==> src/rtl/core/lpd_pkg.sv <==
// ----------------------------------------------------------------------------
// lpd_pkg
// Shared types and constants of the length-prefix deframer.
// ----------------------------------------------------------------------------
package lpd_pkg;

   localparam int unsigned BYTE_W   = 8;
   localparam int unsigned COUNT_W  = 16;
   // digit accumulation: count * 10 + 9 needs four more bits than the count
   localparam int unsigned ACC_W    = COUNT_W + 4;

   localparam logic [ACC_W-1:0]  MAX_RECORD = ACC_W'(65535);
   localparam logic [BYTE_W-1:0] SEPARATOR  = 8'h3B;
   localparam logic [BYTE_W-1:0] DIGIT_ZERO = 8'h30;
   localparam logic [BYTE_W-1:0] DIGIT_NINE = 8'h39;

   // bit positions of the flags in rsp_tuser
   localparam int unsigned FLAG_EMPTY = 0;
   localparam int unsigned FLAG_ERROR = 1;
   localparam int unsigned FLAG_W     = 2;

   typedef logic [BYTE_W-1:0]  byte_type;
   typedef logic [COUNT_W-1:0] count_type;
   typedef logic [ACC_W-1:0]   acc_type;

   typedef struct packed {
      byte_type out_byte;
      logic     last_of_record;
      logic     empty_record;
      logic     format_error;
   } result_type;

endpackage

==> src/rtl/core/length_prefix_deframer.sv <==
// ----------------------------------------------------------------------------
// length_prefix_deframer
// Splits a byte stream framed as "<decimal length>;<payload>" into records.
//
// req channel: one byte of the framed stream per request.
// rsp channel: one payload byte per request in the payload phase, with tlast
// on the final byte of a record; tuser flags an empty record or a format
// error (bad or missing length, length above 65535). Length digits and a
// separator that opens a payload give no response.
// A request passes an input register and then a result register before its
// response is valid. One request is taken every cycle while the receiver
// keeps up; the limit is the update of the length/countdown register.
// Reset clears both registers and returns the parser to the length phase.
// When the receiver stalls, the result register holds its response; the
// held request waits in the input register, and req_tready drops once both
// are full, so nothing is lost.
// ----------------------------------------------------------------------------
module length_prefix_deframer (
   input  logic        clock,
   input  logic        reset,
   input  logic        req_tvalid,
   output logic        req_tready,
   input  logic [7:0]  req_tdata,   // [7:0] in_byte
   output logic        rsp_tvalid,
   input  logic        rsp_tready,
   output logic [7:0]  rsp_tdata,   // [7:0] out_byte
   output logic        rsp_tlast,   // last_of_record
   output logic [1:0]  rsp_tuser    // [0] empty_record, [1] format_error
);

   logic                hold_valid;
   lpd_pkg::byte_type   hold_byte;
   logic                advance;
   logic                res_valid;
   lpd_pkg::result_type res;

   // the held request moves on when the result register is free or draining
   assign advance = hold_valid && (!rsp_tvalid || rsp_tready);

   lpd_in_reg u_in_reg (
      .clock      (clock),
      .reset      (reset),
      .req_tvalid (req_tvalid),
      .req_tready (req_tready),
      .req_tdata  (req_tdata),
      .advance    (advance),
      .hold_valid (hold_valid),
      .hold_byte  (hold_byte)
   );

   lpd_parse u_parse (
      .clock     (clock),
      .reset     (reset),
      .advance   (advance),
      .in_byte   (hold_byte),
      .res_valid (res_valid),
      .res       (res)
   );

   lpd_out_reg u_out_reg (
      .clock      (clock),
      .reset      (reset),
      .advance    (advance),
      .res_valid  (res_valid),
      .res        (res),
      .rsp_tvalid (rsp_tvalid),
      .rsp_tready (rsp_tready),
      .rsp_tdata  (rsp_tdata),
      .rsp_tlast  (rsp_tlast),
      .rsp_tuser  (rsp_tuser)
   );

endmodule

==> src/rtl/core/lpd_in_reg.sv <==
// ----------------------------------------------------------------------------
// lpd_in_reg
// Input register: captures one request byte and holds it until the parser
// takes it.
// ----------------------------------------------------------------------------
module lpd_in_reg (
   input  logic               clock,
   input  logic               reset,
   input  logic               req_tvalid,
   output logic               req_tready,
   input  lpd_pkg::byte_type  req_tdata,   // [7:0] in_byte
   input  logic               advance,
   output logic               hold_valid,
   output lpd_pkg::byte_type  hold_byte
);

   logic              valid_ff;
   logic              valid_in;
   lpd_pkg::byte_type byte_ff;
   logic              load;

   assign req_tready = !valid_ff || advance;
   assign load       = req_tvalid && req_tready;

   always_comb begin
      valid_in = valid_ff;
      if (load) begin
         valid_in = 1'b1;
      end else if (advance) begin
         valid_in = 1'b0;
      end
   end

   always_ff @(posedge clock) begin
      if (reset) begin
         valid_ff <= 1'b0;
      end else begin
         valid_ff <= valid_in;
      end
   end

   always_ff @(posedge clock) begin
      if (load) begin
         byte_ff <= req_tdata;
      end
   end

   assign hold_valid = valid_ff;
   assign hold_byte  = byte_ff;

endmodule

==> src/rtl/core/lpd_parse.sv <==
// ----------------------------------------------------------------------------
// lpd_parse
// Framing state and per-byte decision: length digits, separator, payload
// countdown, error and empty-record results.
// ----------------------------------------------------------------------------
module lpd_parse (
   input  logic                clock,
   input  logic                reset,
   input  logic                advance,
   input  lpd_pkg::byte_type   in_byte,
   output logic                res_valid,
   output lpd_pkg::result_type res
);

   logic               in_payload_ff, in_payload_in;
   logic               digit_seen_ff, digit_seen_in;
   lpd_pkg::count_type count_ff, count_in;

   lpd_pkg::acc_type   acc_next;
   lpd_pkg::count_type count_dec;
   logic               is_digit;

   assign is_digit = (in_byte >= lpd_pkg::DIGIT_ZERO) && (in_byte <= lpd_pkg::DIGIT_NINE);

   // count * 10 as (count << 3) + (count << 1)
   assign acc_next = {1'b0, count_ff, 3'b000} + {3'b000, count_ff, 1'b0}
                   + lpd_pkg::acc_type'(in_byte - lpd_pkg::DIGIT_ZERO);

   assign count_dec = (count_ff == '0) ? '0 : count_ff - lpd_pkg::COUNT_W'(1);

   always_comb begin
      in_payload_in      = in_payload_ff;
      digit_seen_in      = digit_seen_ff;
      count_in           = count_ff;
      res_valid          = 1'b0;
      res.out_byte       = '0;
      res.last_of_record = 1'b0;
      res.empty_record   = 1'b0;
      res.format_error   = 1'b0;

      if (in_payload_ff) begin
         res_valid    = 1'b1;
         res.out_byte = in_byte;
         count_in     = count_dec;
         if (count_dec == '0) begin
            res.last_of_record = 1'b1;
            in_payload_in      = 1'b0;
            digit_seen_in      = 1'b0;
         end
      end else if (is_digit) begin
         if (acc_next > lpd_pkg::MAX_RECORD) begin
            res_valid        = 1'b1;
            res.format_error = 1'b1;
            digit_seen_in    = 1'b0;
            count_in         = '0;
         end else begin
            digit_seen_in = 1'b1;
            count_in      = acc_next[lpd_pkg::COUNT_W-1:0];
         end
      end else if ((in_byte == lpd_pkg::SEPARATOR) && digit_seen_ff) begin
         digit_seen_in = 1'b0;
         if (count_ff == '0) begin
            res_valid        = 1'b1;
            res.empty_record = 1'b1;
         end else begin
            in_payload_in = 1'b1;
         end
      end else begin
         // stray byte or separator without digits
         res_valid        = 1'b1;
         res.format_error = 1'b1;
         digit_seen_in    = 1'b0;
         count_in         = '0;
      end
   end

   always_ff @(posedge clock) begin
      if (reset) begin
         in_payload_ff <= 1'b0;
         digit_seen_ff <= 1'b0;
         count_ff      <= '0;
      end else if (advance) begin
         in_payload_ff <= in_payload_in;
         digit_seen_ff <= digit_seen_in;
         count_ff      <= count_in;
      end
   end

endmodule

==> src/rtl/core/lpd_out_reg.sv <==
// ----------------------------------------------------------------------------
// lpd_out_reg
// Result register: holds one result until the receiver takes it.
// ----------------------------------------------------------------------------
module lpd_out_reg (
   input  logic                clock,
   input  logic                reset,
   input  logic                advance,
   input  logic                res_valid,
   input  lpd_pkg::result_type res,
   output logic                rsp_tvalid,
   input  logic                rsp_tready,
   output lpd_pkg::byte_type   rsp_tdata,
   output logic                rsp_tlast,
   output logic [lpd_pkg::FLAG_W-1:0] rsp_tuser
);

   logic                valid_ff, valid_in;
   lpd_pkg::result_type res_ff;

   always_comb begin
      valid_in = valid_ff && !rsp_tready;
      if (advance) begin
         valid_in = res_valid;
      end
   end

   always_ff @(posedge clock) begin
      if (reset) begin
         valid_ff <= 1'b0;
      end else begin
         valid_ff <= valid_in;
      end
   end

   always_ff @(posedge clock) begin
      if (advance && res_valid) begin
         res_ff <= res;
      end
   end

   assign rsp_tvalid = valid_ff;
   assign rsp_tdata  = res_ff.out_byte;
   assign rsp_tlast  = res_ff.last_of_record;
   assign rsp_tuser[lpd_pkg::FLAG_EMPTY] = res_ff.empty_record;
   assign rsp_tuser[lpd_pkg::FLAG_ERROR] = res_ff.format_error;

endmodule
==> config.mk <==
export PLATFORM = sky130hd
export DESIGN_NAME = length_prefix_deframer
export DESIGN_NICKNAME = d
export VERILOG_FILES = /design/src/rtl/core/lpd_pkg.sv /design/src/rtl/core/length_prefix_deframer.sv /design/src/rtl/core/lpd_in_reg.sv /design/src/rtl/core/lpd_parse.sv /design/src/rtl/core/lpd_out_reg.sv
export SDC_FILE = /design/constraint.sdc
export NUM_CORES = 1
export LEC_CHECK = 0
export BUFFER_PORTS_ARGS = -buffer_cell sky130_fd_sc_hd__buf_2
export CORE_MARGIN = 2
export CORE_UTILIZATION = 56
export CTS_CLUSTER_DIAMETER = 30
export DETAILED_ROUTE_END_ITERATION = 10
export PLACE_DENSITY_LB_ADDON = 0.2
export SLEW_MARGIN = 5
export SYNTH_ARGS = -nofsm -noshare
export SYNTH_HDL_FRONTEND = slang
export SYNTH_SLANG_ARGS = --single-unit
==> constraint.sdc <==
create_clock -name clock -period 4.31 [get_ports clock]
set_clock_uncertainty 0.15 [all_clocks]
set_input_delay 0.2155 -clock clock [delete_from_list [all_inputs] [get_ports clock]]
set_output_delay 0.2155 -clock clock [all_outputs]
set_load 0.01 [all_outputs]
==> results_dict.tcl <==
set metrics [dict create \
    status "finished, final reports clean" \
    grt_pass1_wl_mm 15.6 \
    grt_pass1_vias 3062 \
    antenna_found_initial 0 \
    drc 0 \
    relSlewSlack_pct 41.0 \
    cts_max_path_buffers 2 \
    cts_tree "done" \
    drive_gt1_share_pct 15.5 \
    layout_common_cells "27 x inv_1, 26 x a21oi_1, 24 x buf_2" \
    power_density_mw_per_mm2 238 \
    vdd_ir_drop_max_mv 0.209 \
    crit_buf_inv 2 \
    rows 29 \
    wl_met3_um 632 \
    gp_congestion 0.948 \
    nFillCells 528 \
    cpMostUsedCell "buf_12" \
    rsz0062_at_grt "false" \
    top_layer "met4" \
    areaGrowthSynthToFinish_pct 13.7 \
    vias_per_cell 6.39 \
    nets 490 \
    antennaDiodeCount 0 \
    cts_buffers 5 \
    wl_met1_mm 4.46 \
    r2r-start "u_in_reg.hold_byte[7]" \
    fmax_ghz 0.242 \
    worst-path-stages 13 \
    wl_per_cell_um 18.3 \
    post_synth.cell_area_avg_um2 8.90 \
    totalWireLength_mm 9.48 \
    ys_ff_latch 39 \
    ant_nets 0 \
    worstSetupPathType "register to register" \
    htreeDepth 2 \
    synthDistinctLibCells 64 \
    design.die.area_mm2 0.00706 \
    crit_path_max_fanout 11 \
    ios 25 \
    synth-main-ff-cell "dfxtp_1" \
    critical-path-top-delay-family "simple AND/OR/NAND/NOR gates" \
    hpwl_mm 7.35 \
    worstRegToRegCells 13 \
    fin_setup_tns_ns 0 \
    start_kind "register" \
    cp_data_arrival_time_ns 4.05 \
    root_buffer "clkbuf_8" \
    firstDrtPassIters 5 \
    setup_slack_ns 0.172 \
    p_leak_nw 1.68 \
    synth-edff-count 19 \
    grt_max_degree 16 \
    final_common_cell "inv_1" \
    worstHoldPathType "primary input to register" \
    finalCriticalPeriod_ns 4.14 \
    endpoint_kind "register" \
    drt_iter0_drc 264 \
    cp.required_ns 4.23 \
    die_w_um 84.0 \
    worst_pin_slew_ns 0.882 \
    cp_slowest_stage_delay_ns 0.43 \
    via_count 3305 \
    clkSinkCount 39 \
    whs_path_depth 4 \
    period_share_pct 96.0 \
    syn_inst 403 \
    grt_use_total_pct 27.7 \
    synthesis.area_mm2 0.00358 \
    numPortBuffers 24 \
    cts.clk_slew.worst_paths_ns 0.08 \
    drv_slew 0 \
    gr-total-overflow 0 \
    cp_slowest_cell "fa_1" \
    met2_length_mm 4.23 \
    hold_viol 0 \
    dpl_worst_slack_ns 0.0347 \
    finalSetupViolCount 0 \
    clk_latency_ns 0.30 \
    core-area_mm2 0.00628 \
    synthArstFlopShare_pct 0 \
    cp_cell_sequence "or2_2 -> nor2_2 -> buf_12 -> fa_1 -> ha_2 -> a21oi_1 -> o21ai_1 -> a221o_1 -> or3_1 -> a211oi_1 -> and3b_2 -> nor2_4 -> buf_12" \
    synth_nets 454 \
    dieHeight_um 84.0 \
    startpoint "u_in_reg.hold_byte[7]" \
    start_util_pct 57.1 \
    ys_seq_area_share_pct 27.1 \
    max_cap_viol_count 0 \
    worstHoldStart "rsp_tready" \
    yosys_warnings 0 \
]
path summary, 6_finish.rpt:
| path | end | slack [ns] |
|---|---|---|
| max | u_out_reg.rsp_tdata[4] | 0.17 |
| max reg2reg | u_out_reg.rsp_tdata[4] | 0.17 |
| min reg2reg | u_out_reg.rsp_tvalid | 0.39 |
| min | u_in_reg.hold_valid | 0.12 |
registers in the layout, summed over array words and instances (netlist names):
register and flops:
u_out_reg.rsp_tuser 2, u_parse.digit_seen_ff 1, u_parse.count_ff 16, u_out_reg.rsp_tvalid 1, u_parse.in_payload_ff 1, u_out_reg.rsp_tdata 8
u_in_reg.hold_byte 8, u_out_reg.rsp_tlast 1, u_in_reg.hold_valid 1
through the flow:
| stage | cells | power [mW] | area, µm² | util [%] | hold slack [ns] |
|---|---|---|---|---|---|
| after floorplan | 403 | 0.592 | 3590 | - | 0.164 |
| after global placement | 499 | 0.649 | 3830 | 61.0 | 0.242 |
| after detailed placement | 499 | 0.655 | 3830 | 61.0 | 0.244 |
| after CTS | 516 | 0.963 | 4040 | 64.4 | 0.117 |
| after global routing | 517 | 1.01 | 4080 | 64.9 | 0.147 |
| final | 517 | 0.971 | 4080 | 64.9 | 0.116 |
power by group:
group	switching (mW)	leakage, nW	internal, mW	total [mW]
registers	0.0159	0.344	0.401	0.417
clock network	0.135	0.0581	0.172	0.307
logic	0.146	1.28	0.101	0.246
total	0.296	1.68	0.674	0.971
kinds of logic (layout without fill, tap and decap cells):
logic type	count (synthesis)	in the layout	synth area share, %
compound gates	125	125	24.3
xor+xnor	16	16	3.91
fa+ha+maj	39	39	16.8
buf+inv	44	81	4.89
flops	39	39	27.1
mux	4	4	1.19
simple gates	136	136	21.8
final cells by class:
cell class	instances	area (µm²)	area share (%)
Tap cell	77	96.3	2.36
Clock buffer	5	68.8	1.69
Inverter	28	105	2.58
Clock inverter	3	43.8	1.07
Sequential cell	39	971	23.8
Multi-Input combinational cell	320	2460	60.5
Timing Repair Buffer	45	325	7.98
worst reg2reg max path: stages (launching register included):
cell and delay, ns:
edfxtp_1 0.42, or2_2 0.35, nor2_2 0.14, buf_12 0.16, fa_1 0.44, ha_2 0.35, a21oi_1 0.22, o21ai_1 0.15
a221o_1 0.37, or3_1 0.42, a211oi_1 0.26, and3b_2 0.28, nor2_4 0.07, buf_12 0.14
cells in the mapped netlist (3+ instances only):
cell       n  share of area [%]
fa_1      15                8.4
o21ai_0   21                2.9
o211a_1    3               0.84
and4_1     4               0.98
nor4_1     4               0.70
nor3_1    12                1.7
edfxtp_1  19                 16
a31oi_1    7                1.2
buf_2      8                1.1
a21oi_1   27                3.8
a211oi_1   4               0.84
nand2_1   22                2.3
and3_1     5               0.87
inv_1     27                2.8
o21a_1     4               0.84
or3_1      3               0.52
a21o_1    10                2.1
nand2b_1   8                1.4
xor2_1     8                2.0
o31ai_1    3               0.63
o22ai_1    5               0.87
a22oi_1    3               0.63
nand4b_1   3               0.73
nor2b_1    3               0.52
clkbuf_1   8               0.84
and2_1    14                2.4
nand4_1   11                1.9
o21ai_1   10                1.4
dfxtp_1   20                 11
nor2_1    24                2.5
nand3_1   11                1.5
xnor2_1    8                2.0
ha_1      24                8.4
o211ai_1   5                1.0
metal layers:
layer | GRT usage, % | vias up
met5 | 0 | -
met2 | 41.9 | 136
li1 | - | 1571
met4 | 7.33 | 0
met3 | 3.26 | 23
met1 | 42.1 | 1575
timing repair:
action	4_1_cts	5_1_grt
hold buffers	9	0
pin swaps	0	1
resized for setup	2	6
endpoints found under the setup margin	1	26
setup buffers	0	1
hold endpoints to repair	9	0
No activity file was read; power rests on OpenSTA's default activity.
